<file path="src/rtl/rrsd_pkg.sv">
package rrsd_pkg;

  localparam int ROW_PITCH         = 512;
  localparam int ROWS_PER_PAGE     = 16;
  localparam int MAX_CODES_PER_ROW = 50;
  localparam int LEFT_MARGIN       = 5;

  localparam int RIP_W    = (ROWS_PER_PAGE > 1) ? $clog2(ROWS_PER_PAGE) : 1;
  localparam int CODE_W   = 8;
  localparam int RUN_W    = 7;
  localparam int PAGE_W   = 8;
  localparam int OFFS_W   = 13;
  localparam int XPOS_W   = 9;
  localparam int CODES_W  = 6;
  localparam int WSUM_W   = 13;
  localparam int CFG_IDX_W  = 2;
  localparam int CFG_DATA_W = 8;

  localparam logic [CFG_IDX_W-1:0] CFG_PICTURE_VALID  = 2'd0;
  localparam logic [CFG_IDX_W-1:0] CFG_PICTURE_WIDTH  = 2'd1;
  localparam logic [CFG_IDX_W-1:0] CFG_PICTURE_HEIGHT = 2'd2;

  typedef struct packed {
    logic                picture_valid;
    logic [7:0]          picture_width;
    logic [7:0]          picture_height;
  } cfg_t;

  typedef struct packed {
    logic [7:0]          rows_left;
    logic [RIP_W-1:0]    row_in_page;
    logic [PAGE_W-1:0]   page_number;
    logic [XPOS_W-1:0]   x_position;
    logic [CODES_W-1:0]  codes_in_row;
    logic [WSUM_W-1:0]   width_sum;
    logic                active;
  } state_t;

  typedef struct packed {
    logic                paint;
    logic [PAGE_W-1:0]   page;
    logic [OFFS_W-1:0]   start_offset;
    logic [RUN_W-1:0]    run_length;
    logic                row_end;
    logic                picture_end;
    logic                ignored;
  } result_t;

endpackage

</file>
<file path="src/rtl/rrsd_step.sv">
module rrsd_step (
  input  rrsd_pkg::cfg_t                 cfg,
  input  rrsd_pkg::state_t               cur,
  input  logic [rrsd_pkg::CODE_W-1:0]    code_byte,
  input  logic                           first_byte,
  output rrsd_pkg::state_t               nxt,
  output rrsd_pkg::result_t              res
);

  always_comb begin
    rrsd_pkg::state_t             st;
    logic [rrsd_pkg::RUN_W-1:0]   run;
    logic [rrsd_pkg::WSUM_W-1:0]  wsum_n;
    logic [rrsd_pkg::CODES_W-1:0] codes_n;
    logic [rrsd_pkg::RIP_W:0]     rip_inc;
    logic                         end_row;

    st = cur;
    if (first_byte) begin
      st.rows_left    = cfg.picture_height;
      st.row_in_page  = '0;
      st.page_number  = rrsd_pkg::PAGE_W'(1);
      st.x_position   = '0;
      st.codes_in_row = '0;
      st.width_sum    = '0;
      st.active       = (cfg.picture_height != 8'd0);
    end

    nxt     = st;
    res     = '0;
    run     = code_byte[rrsd_pkg::RUN_W-1:0];
    wsum_n  = rrsd_pkg::WSUM_W'(st.width_sum + {6'd0, run});
    codes_n = rrsd_pkg::CODES_W'(st.codes_in_row + 6'd1);
    rip_inc = {1'b0, st.row_in_page} + (rrsd_pkg::RIP_W+1)'(1);
    end_row = 1'b0;

    if (!cfg.picture_valid || !st.active) begin
      res.ignored = 1'b1;
    end else begin
      res.page         = st.page_number;
      res.start_offset = rrsd_pkg::OFFS_W'(int'(st.row_in_page) * rrsd_pkg::ROW_PITCH
                         + rrsd_pkg::LEFT_MARGIN + int'(st.x_position));
      if (code_byte == 8'h00) begin
        end_row = 1'b1;
      end else begin
        res.paint        = code_byte[7];
        res.run_length   = run;
        nxt.x_position   = rrsd_pkg::XPOS_W'(st.x_position + {2'd0, run});
        nxt.width_sum    = wsum_n;
        nxt.codes_in_row = codes_n;
        if (wsum_n >= {5'd0, cfg.picture_width} ||
            codes_n >= rrsd_pkg::CODES_W'(rrsd_pkg::MAX_CODES_PER_ROW)) begin
          end_row = 1'b1;
        end
      end

      if (end_row) begin
        nxt.x_position   = '0;
        nxt.width_sum    = '0;
        nxt.codes_in_row = '0;
        if (int'(rip_inc) >= rrsd_pkg::ROWS_PER_PAGE) begin
          nxt.row_in_page = '0;
          nxt.page_number = st.page_number + rrsd_pkg::PAGE_W'(1);
        end else begin
          nxt.row_in_page = rip_inc[rrsd_pkg::RIP_W-1:0];
        end
        nxt.rows_left = st.rows_left - 8'd1;
        if (nxt.rows_left == 8'd0) begin
          nxt.active      = 1'b0;
          res.picture_end = 1'b1;
        end
      end
      res.row_end = end_row;
    end
  end

endmodule

</file>
<file path="src/rtl/rle_row_span_decoder.sv">
// Run-length row span decoder: each request carries one coded byte of a one-bit picture
// and yields exactly one span command (page, byte offset, length, and paint, row end,
// picture end and ignored flags). One request is taken per clock while in_stall is low;
// a byte passes an input and a result register before its span is on the result ports.
// Picture size and the valid flag must be written through the configuration port only
// while no request is in flight; the block itself does not enforce this.
module rle_row_span_decoder (
  input  logic                               clk,
  input  logic                               rst_n,
  input  logic                               cfg_we,
  input  logic [rrsd_pkg::CFG_IDX_W-1:0]     cfg_index,
  input  logic [rrsd_pkg::CFG_DATA_W-1:0]    cfg_wdata,
  input  logic                               in_valid,
  output logic                               in_stall,
  input  logic [rrsd_pkg::CODE_W-1:0]        in_code_byte,
  input  logic                               in_first_byte,
  output logic                               out_valid,
  input  logic                               out_stall,
  output logic                               out_paint,
  output logic [rrsd_pkg::PAGE_W-1:0]        out_page,
  output logic [rrsd_pkg::OFFS_W-1:0]        out_start_offset,
  output logic [rrsd_pkg::RUN_W-1:0]         out_run_length,
  output logic                               out_row_end,
  output logic                               out_picture_end,
  output logic                               out_ignored
);

  rrsd_pkg::cfg_t    cfg_r;
  rrsd_pkg::state_t  state_r;
  rrsd_pkg::state_t  state_nxt;
  rrsd_pkg::result_t res_nxt;
  rrsd_pkg::result_t res_r;

  logic                         in_valid_r;
  logic [rrsd_pkg::CODE_W-1:0]  code_r;
  logic                         first_r;
  logic                         out_valid_r;
  logic                         advance;

  assign advance  = in_valid_r && (!out_valid_r || !out_stall);
  assign in_stall = in_valid_r && out_valid_r && out_stall;

  rrsd_step u_step (
    .cfg        (cfg_r),
    .cur        (state_r),
    .code_byte  (code_r),
    .first_byte (first_r),
    .nxt        (state_nxt),
    .res        (res_nxt)
  );

  always_ff @(posedge clk) begin
    if (!rst_n) begin
      cfg_r                 <= '0;
      state_r               <= '{rows_left: '0, row_in_page: '0,
                                 page_number: rrsd_pkg::PAGE_W'(1), x_position: '0,
                                 codes_in_row: '0, width_sum: '0, active: 1'b0};
      in_valid_r            <= 1'b0;
      out_valid_r           <= 1'b0;
    end else begin
      if (cfg_we) begin
        case (cfg_index)
          rrsd_pkg::CFG_PICTURE_VALID:  cfg_r.picture_valid  <= cfg_wdata[0];
          rrsd_pkg::CFG_PICTURE_WIDTH:  cfg_r.picture_width  <= cfg_wdata;
          rrsd_pkg::CFG_PICTURE_HEIGHT: cfg_r.picture_height <= cfg_wdata;
          default: ;
        endcase
      end
      if (!in_stall) begin
        in_valid_r <= in_valid;
      end
      if (advance) begin
        state_r     <= state_nxt;
        out_valid_r <= 1'b1;
      end else if (!out_stall) begin
        out_valid_r <= 1'b0;
      end
    end
  end

  always_ff @(posedge clk) begin
    if (!in_stall) begin
      code_r  <= in_code_byte;
      first_r <= in_first_byte;
    end
    if (advance) begin
      res_r <= res_nxt;
    end
  end

  assign out_valid        = out_valid_r;
  assign out_paint        = res_r.paint;
  assign out_page         = res_r.page;
  assign out_start_offset = res_r.start_offset;
  assign out_run_length   = res_r.run_length;
  assign out_row_end      = res_r.row_end;
  assign out_picture_end  = res_r.picture_end;
  assign out_ignored      = res_r.ignored;

  a_ignored_is_empty: assert property (@(posedge clk) disable iff (!rst_n)
    out_valid_r && res_r.ignored |->
      res_r.run_length == '0 && !res_r.row_end && !res_r.paint && !res_r.picture_end)
    else $error("ignored span carries data");

  a_pic_end_ends_row: assert property (@(posedge clk) disable iff (!rst_n)
    out_valid_r && res_r.picture_end |-> res_r.row_end)
    else $error("picture end without row end");

  a_pic_end_deactivates: assert property (@(posedge clk) disable iff (!rst_n)
    advance && res_nxt.picture_end |=> !state_r.active)
    else $error("picture still active after its last row");

  a_row_in_page_range: assert property (@(posedge clk) disable iff (!rst_n)
    int'(state_r.row_in_page) < rrsd_pkg::ROWS_PER_PAGE)
    else $error("row in page out of range");

  a_codes_range: assert property (@(posedge clk) disable iff (!rst_n)
    int'(state_r.codes_in_row) < rrsd_pkg::MAX_CODES_PER_ROW)
    else $error("code count out of range");

endmodule

</file>
<file path="config.mk">
export PLATFORM = sky130hd
export DESIGN_NAME = rle_row_span_decoder
export DESIGN_NICKNAME = d
export VERILOG_FILES = /design/src/rtl/rrsd_pkg.sv /design/src/rtl/rrsd_step.sv /design/src/rtl/rle_row_span_decoder.sv
export SDC_FILE = /design/constraint.sdc
export NUM_CORES = 1
export LEC_CHECK = 0
export ABC_CLOCK_PERIOD_IN_PS = 8600
export BUFFER_PORTS_ARGS = -buffer_cell sky130_fd_sc_hd__buf_2
export CORE_MARGIN = 2
export CORE_UTILIZATION = 60
export DETAILED_ROUTE_END_ITERATION = 6
export PLACE_DENSITY = 0.84
export SLEW_MARGIN = 10
export SYNTH_ARGS = -nofsm -noshare
export SYNTH_HDL_FRONTEND = slang
export SYNTH_SLANG_ARGS = --single-unit
</file>
<file path="constraint.sdc">
create_clock -name clk -period 8.6 [get_ports clk]
set_input_delay 0.86 -clock clk [delete_from_list [all_inputs] [get_ports clk]]
set_output_delay 0.86 -clock clk [all_outputs]
set_load 0.05 [all_outputs]
</file>
# [Yosys cells after proc, flatten, opt, wreduce, memory -nomap -nowiden]
# Index checks and enable logic that the tools add are counted.
[classes] n_addsub=8 order_cmp=3 eq_ne=3 n_mux=14 bitwise=1 n_reduce_logical=19
[ops] operator="2-to-1 mux 49 bit" count=3
[ops] operator="2-to-1 mux 28 bit" count=1
[ops] operator="zero test 8 bit" count=2
[ops] operator="adder 13 x 10 -> 13 bit" count=1
[ops] operator="adder 13 x 3 -> 13 bit (second input constant)" count=1
[ops] operator="adder 13 x 7 -> 13 bit" count=1
[ops] operator="greater-or-equal comparator 13 x 8 -> 1 bit" count=1
[ops] operator="adder 9 x 7 -> 9 bit" count=1
[ops] operator="adder 8 x 1 -> 8 bit (second input constant)" count=1
[ops] operator="2-to-1 mux 1 bit" count=8
[ops] operator="2-to-1 mux 8 bit" count=1
[ops] operator="nonzero test 8 bit" count=1
[ops] operator="subtractor 8 x 1 -> 8 bit (second input constant)" count=1
[ops] operator="adder 6 x 1 -> 6 bit (second input constant)" count=1
[ops] operator="greater-or-equal comparator 6 bit (second input constant)" count=1
[ops] operator="AND reduction 2 bit" count=3
[ops] operator="adder 4 x 1 -> 5 bit (second input constant)" count=1
[ops] operator="greater-or-equal comparator 5 bit (second input constant)" count=1
[ops] operator="zero test 1 bit" count=4
[ops] operator="2-to-1 mux 4 bit" count=1
[ops] operator="OR reduction 2 bit" count=2
[ops] operator="logical AND 1 bit" count=3
[ops] operator="logical OR 1 bit" count=3
[ops] operator="equality test 2 x 1 -> 1 bit (second input constant)" count=1
[ops] operator="other kinds (4)" count=4
[totals] regBits=109 output_inout_bits=34

# [Depth between registers and ports, before layout]
[logic_depth] depth_word=10 depth_mapped=27 depth_no_buf=19

# [By module]
# From an unflattened synthesis, not the netlist that was laid out.
[unflattened] cells_unflattened=760 hier_area_um2=6834.1
[modules_own_cells] mod="rle_row_span_decoder" instances=1 cells_per_inst=329 area_per_inst_um2=3985.1
[modules_own_cells] mod="rrsd_step" instances=1 cells_per_inst=431 area_per_inst_um2=2849.0

# [Worst setup path after synthesis]
# Ideal clock, no wire load.
[synth_timing] kind="register to register" from="reg first_r" to="reg state_r[29] (netlist name)" setup_time_ns=0.179 arrival_ns=5.731 setup_slack_ns=2.690 stages_incl_launch_ff=28 cell_sequence="edfxtp_1 > buf_4 > clkbuf_1 > buf_1 > buf_2 > buf_2 > clkbuf_1 > nor2b_1 > ha_1 > ha_1 > a21oi_1 > a21oi_1 > a211o_1 > maj3_1 > a21oi_1 > xnor2_1 > ha_1 > and3_1 > a211oi_2 > o221ai_1 > nor4_1 > nand4b_1 > nor4_4 > a21oi_2 > buf_4 > buf_2 > nand4_1 > o2111ai_1"
[synth_between] elab_chain_cells=9 elab_cells_between_ends=17
[synth_rtl] item="start, declared" line_no="rle_row_span_decoder.sv:36" rtl="logic first_r;"
[synth_rtl] item="start signal, assigned" line_no="rle_row_span_decoder.sv:84" rtl="first_r <= in_first_byte;"
[synth_rtl] item="2-to-1 mux 49 bit (*)" line_no="rrsd_step.sv:19" rtl="if (first_byte) begin"
[synth_rtl] item="adder 13 x 7 -> 13 bit / adder 6 x 1 -> 6 bit (equally long branches)" line_no="rrsd_step.sv:32, rrsd_step.sv:33"
[synth_rtl] item="greater-or-equal comparator 13 x 8 -> 1 bit / greater-or-equal comparator 6 bit (equally long branches)" line_no="rrsd_step.sv:51, rrsd_step.sv:52"
[synth_rtl] item="logical OR 1 bit" line_no="rrsd_step.sv:51" rtl="if (wsum_n >= {5'd0, cfg.picture_width} ||"
[synth_rtl] item="2-to-1 mux 1 bit" line_no="rrsd_step.sv:51"
[synth_rtl] item="2-to-1 mux 1 bit" line_no="rrsd_step.sv:43" rtl="if (code_byte == 8'h00) begin"
[synth_rtl] item="2-to-1 mux 1 bit" line_no="rrsd_step.sv:37" rtl="if (!cfg.picture_valid || !st.active) begin"
[synth_rtl] item="2-to-1 mux 49 bit" line_no="rrsd_step.sv:57" rtl="if (end_row) begin"
[synth_rtl] item="2-to-1 mux 49 bit (*)" line_no="rrsd_step.sv:37"
[synth_rtl] item="end signal, assigned" line_no="rle_row_span_decoder.sv:55" rtl="state_r <= '{rows_left: '0, row_in_page: '0,"
[synth_rtl] item="end signal, assigned" line_no="rle_row_span_decoder.sv:73" rtl="state_r <= state_nxt;"
[synth_rtl] item="end, declared" line_no="rle_row_span_decoder.sv:29" rtl="rrsd_pkg::state_t state_r;"
# Every way passes the cells marked *; elsewhere a longest branch is shown, timed or not. The select of a mux whose other input is x is not followed.
# A chain may end at the register's enable or synchronous reset.

# [Final worst setup path]
[layout_timing] from="reg first_r" to="reg state_r[43] (netlist name)"
# Same word-level chain as after synthesis.

==> impl_summary.md <==
Die
The chip width is 106 µm. The count of boundary I/O pins is slightly below 60. The core region is 10200 µm².

The floorplan die area is 11200 µm². The placement row count is 37. The initial core utilization is 0.609. The die boundary height is 106 µm.

Global route
The first global-routing pass estimated 24.1 mm of wire. The number of antenna violations at the first check in global routing came to 0. The total track usage is 0.271. The number of global-route vias before repair is just under 5000. Entering global routing, the biggest net connects 63 pins.

The aggregate global routing overflow is 0.

Setup path
The slowest stage of the critical path is the sky130_fd_sc_hd__a2111oi_0 cell. Data on the critical path arrives at its endpoint at 6.08 ns. STA classifies the critical path endpoint as a flop. The setup path with the least slack is of type reg2reg. The largest stage delay on the critical path is 0.60 ns.

The signal on the critical path passes through buf_4 -> inv_1 -> nand2_1 -> a21oi_1 -> a211o_1 -> maj3_1 -> a21oi_1 -> xnor2_1 -> ha_1 -> and3_1 -> a211oi_2 -> o221ai_1 -> nor4_1 -> nand4b_1 -> nor4_4 -> a21oi_2 -> buf_4 -> a2111oi_0 -> a311o_1. The nature of the critical path startpoint is a flop. The highest fanout seen on the critical path is 60. The required time of the critical path is 8.93 ns.

Route
The remaining number of nets flagged by the antenna check after routing is 0. In this run, the number of DRC markers left after iteration 0 of detailed routing was between 300 and 400. The first TritonRoute pass finished after 5 iterations.

For this run, design rule violations remaining after detail routing come to 0. The routed wire length is 14.8 mm. Dividing the detail-routed via count by the number of cells gives 6.17.

The met3 wirelength from detailed routing is 916 µm. Summed over all nets, wire length on met2 after detailed routing comes to 7.05 mm. In the final routing, the length of wire on met1 measures approximately 6.6 mm. The uppermost signal routing layer after detailed routing is met4. The detailed router placed ~5300 vias in this run. After detailed routing, the average wire length per cell comes to about 17 µm.

CTS
The clock-pin slew on the worst setup and hold paths is roughly 0.10 ns. The number of setup buffers added after CTS is 0. Post-CTS repair changed the size of 0 cells. After clock tree synthesis, the flow added hold-fix buffers numbering 0. The H-tree was split into 3 levels.

At the later pin of the worst-skew pair, clock insertion delay measures 0.40 ns. Counting every sink on the clock net gives 109. The CTS tree is done.

In this run, CTS created clock tree buffers numbering 9. The buffer type at the clock tree root is sky130_fd_sc_hd__clkbuf_8. The maximum buffer depth of the clock tree is 2.

Place
Routability-driven placement finished with a final weighted congestion of 0.949. Summing all placed instances gives a cell area of between 6000 and 7000 µm². The worst setup timing slack at the placement stage is 3.12 ns. The number of buffers added on ports is 57. The placed wire-length estimate after detailed placement is 10.1 mm.

Logic synthesis
The number of register bits inferred by synthesis is 109. For this run, asynchronously set or reset flops after synthesis account for 0. For this run, the register share of the synthesized area comes to 0.418.

In the synthesized netlist, the number of instances is between 600 and 700. Yosys attributes the largest share of cell area to sky130_fd_sc_hd__dfxtp_1 22%, sky130_fd_sc_hd__edfxtp_1 20%, sky130_fd_sc_hd__ha_1 5.2%. The mapped netlist covers 6200 µm².

The commonest register cell after synthesis is sky130_fd_sc_hd__dfxtp_1. The number of nets in the synthesized netlist is between 700 and 800. The average size of a mapped cell is ~9.0 µm². For this run, the number of Yosys warnings is 0. Of all cell types, the one taking the most synthesized area is sky130_fd_sc_hd__dfxtp_1. Of the post-synthesis cell area, the dominant cell type holds 0.219.

The number of enable-type register cells in the synthesized netlist is 41. The distinct cell type count of the synthesized netlist is 68.

STA
Timing would allow up to 0.174 GHz. Setup violations remaining at the end of the flow were counted as 0. The final-report hold violation count is 0. At the pin with the least slew margin, the transition time is 0.743 ns. The smallest clock period supported by the final layout is computed as 5.75 ns. The final worst slack is ~2.8 ns. The headroom to the max-slew limit is 0.504. Between clock sinks in the finished design, the worst skew comes to 0.0137 ns.

The count of final max-slew check failures is 0. Setup repair after global routing left no endpoint under its margin. The total negative slack for setup checks is 0 ns.

Dividing the final minimum period by the clock period gives 0.669.

Power
Power spread over the standard cell area amounts to between 100 and 150 nW/µm². The leakage power summed over all cells is ~2.7 nW. The overall power consumption is around 0.00099 W. The highest ir drop seen on vdd is 124 µV.

Cells and area
Summing all non-filler instances in the final layout gives an area of 6740 µm². The number of antenna diodes in the final layout is 0. The net count of the finished layout is 776. The number of filler instances in the final layout is 854.

Of the cells placed in the final design, the portion with a size suffix greater than 1 is 0.125. From synthesis to final layout, the design area changed by 8.67%.

Run status
The flow ran to the end, and the final reports show no timing, DRC or antenna violations.

Run
The max-capacitance violation count is 0.

Hold path
The tightest min-delay check is of the reg2reg type.
-- report_power, final --
| part | switching [W] | internal [W] | leakage (nW) |
|---|---|---|---|
| sequential | 0.0000107 | 0.000548 | 0.939 |
| clock | 0.000170 | 0.000150 | 0.110 |
| combinational | 0.0000831 | 0.0000328 | 1.69 |
-- routing by layer --
metal / global-route usage / vias up
met3: 0.0637 / 22
met2: 0.447 / 188
li1: - / 2578
met4: 0.0733 / 0
met5: 0 / -
met1: 0.360 / 2554
-- state kept, by name, indices dropped and copies added (netlist names), 7 cells and up --
name,cells
out_page,8
code_r,8
cfg_r,17
out_run_length,7
state_r,49
out_start_offset,13
-- synth_stat cells, types with 3 or more instances --
master and number:
sky130_fd_sc_hd__dfxtp_1 68, sky130_fd_sc_hd__clkbuf_1 26, sky130_fd_sc_hd__o211ai_1 8, sky130_fd_sc_hd__edfxtp_1 41, sky130_fd_sc_hd__a311o_1 3, sky130_fd_sc_hd__xnor2_1 18
sky130_fd_sc_hd__a211o_1 3, sky130_fd_sc_hd__buf_2 8, sky130_fd_sc_hd__buf_1 4, sky130_fd_sc_hd__a31oi_1 7, sky130_fd_sc_hd__or3_1 11, sky130_fd_sc_hd__a21oi_1 43
sky130_fd_sc_hd__xor2_1 9, sky130_fd_sc_hd__o21ai_0 21, sky130_fd_sc_hd__nand4b_1 3, sky130_fd_sc_hd__nor2b_1 21, sky130_fd_sc_hd__a21o_1 7, sky130_fd_sc_hd__nand3_1 25
sky130_fd_sc_hd__and2_1 8, sky130_fd_sc_hd__mux2i_1 27, sky130_fd_sc_hd__o21a_1 4, sky130_fd_sc_hd__nor3b_1 6, sky130_fd_sc_hd__a211oi_1 3, sky130_fd_sc_hd__nor4_1 4
sky130_fd_sc_hd__a2bb2oi_1 5, sky130_fd_sc_hd__o2111ai_1 4, sky130_fd_sc_hd__and3_1 30, sky130_fd_sc_hd__a31o_2 3, sky130_fd_sc_hd__nand2_1 60, sky130_fd_sc_hd__inv_1 30
sky130_fd_sc_hd__a22o_1 5, sky130_fd_sc_hd__nor3_1 14, sky130_fd_sc_hd__nand4_1 20, sky130_fd_sc_hd__nor2_1 64, sky130_fd_sc_hd__nand2b_1 7, sky130_fd_sc_hd__ha_1 26
-- logic make-up (layout without fill, tap and decap cells) --
logic type,count (synthesis),in the layout,share of synthesized area
adder cells (fa/ha/maj),28,28,0.0573
AO/OA/AOI/OAI,144,144,0.160
AND/OR/NAND/NOR,284,284,0.236
multiplexers,28,28,0.0454
buffers and inverters,70,110,0.0452
flip-flops,109,109,0.418
XOR/XNOR,27,27,0.0381
-- cells in the final DEF, fill, tap and decap left out, types with 18 or more instances in the layout --
cell type and count:
sky130_fd_sc_hd__a21oi_1 43, sky130_fd_sc_hd__and3_1 30, sky130_fd_sc_hd__buf_2 57, sky130_fd_sc_hd__dfxtp_1 68, sky130_fd_sc_hd__edfxtp_1 41, sky130_fd_sc_hd__ha_1 26
sky130_fd_sc_hd__inv_1 29, sky130_fd_sc_hd__mux2i_1 27, sky130_fd_sc_hd__nand2_1 60, sky130_fd_sc_hd__nand3_1 25, sky130_fd_sc_hd__nand4_1 20, sky130_fd_sc_hd__nor2_1 64
sky130_fd_sc_hd__nor2b_1 21, sky130_fd_sc_hd__o21ai_0 20, sky130_fd_sc_hd__xnor2_1 18
-- through the flow --
step,util,std cells,hold WS (ns)
after floorplan,-,690,0.432
after global placement,0.642,850,0.439
after detailed placement,0.642,850,0.443
after CTS,0.662,866,0.456
after global routing,0.662,866,0.473
final,0.662,866,0.457
-- cell type report --
| cell class | instances | area (µm²) | share of cell area |
|---|---|---|---|
| Multi-Input combinational cell | 511 | 3330 | 0.494 |
| Inverter | 30 | 113 | 0.0167 |
| Clock buffer | 11 | 133 | 0.0197 |
| Sequential cell | 109 | 2590 | 0.385 |
| Timing Repair Buffer | 64 | 338 | 0.0501 |
| Tap cell | 136 | 170 | 0.0252 |
| Clock inverter | 5 | 65.1 | 0.00965 |
-- final timing paths --
check | end | slack (ns) | startpoint | cells after the start
min reg2reg | state_r[22] | 0.46 | state_r[22] | 2
max reg2reg | state_r[43] | 2.85 | first_r | 19
max | state_r[43] | 2.85 | first_r | 19
min | state_r[22] | 0.46 | state_r[22] | 2
-- worst max-delay path, delay by kind of cell (launching register included) --
| family | cells | cell delay [ns] |
|---|---|---|
| buffers and inverters | 3 | 1.35 |
| DFF | 1 | 0.33 |
| AOI/OAI and AO/OA | 8 | 1.86 |
| xor gates and xnor gates | 1 | 0.18 |
| adders and majority gates | 2 | 0.64 |
| and+or+nand+nor | 5 | 1.27 |
Power figures use the tool's default switching activity.
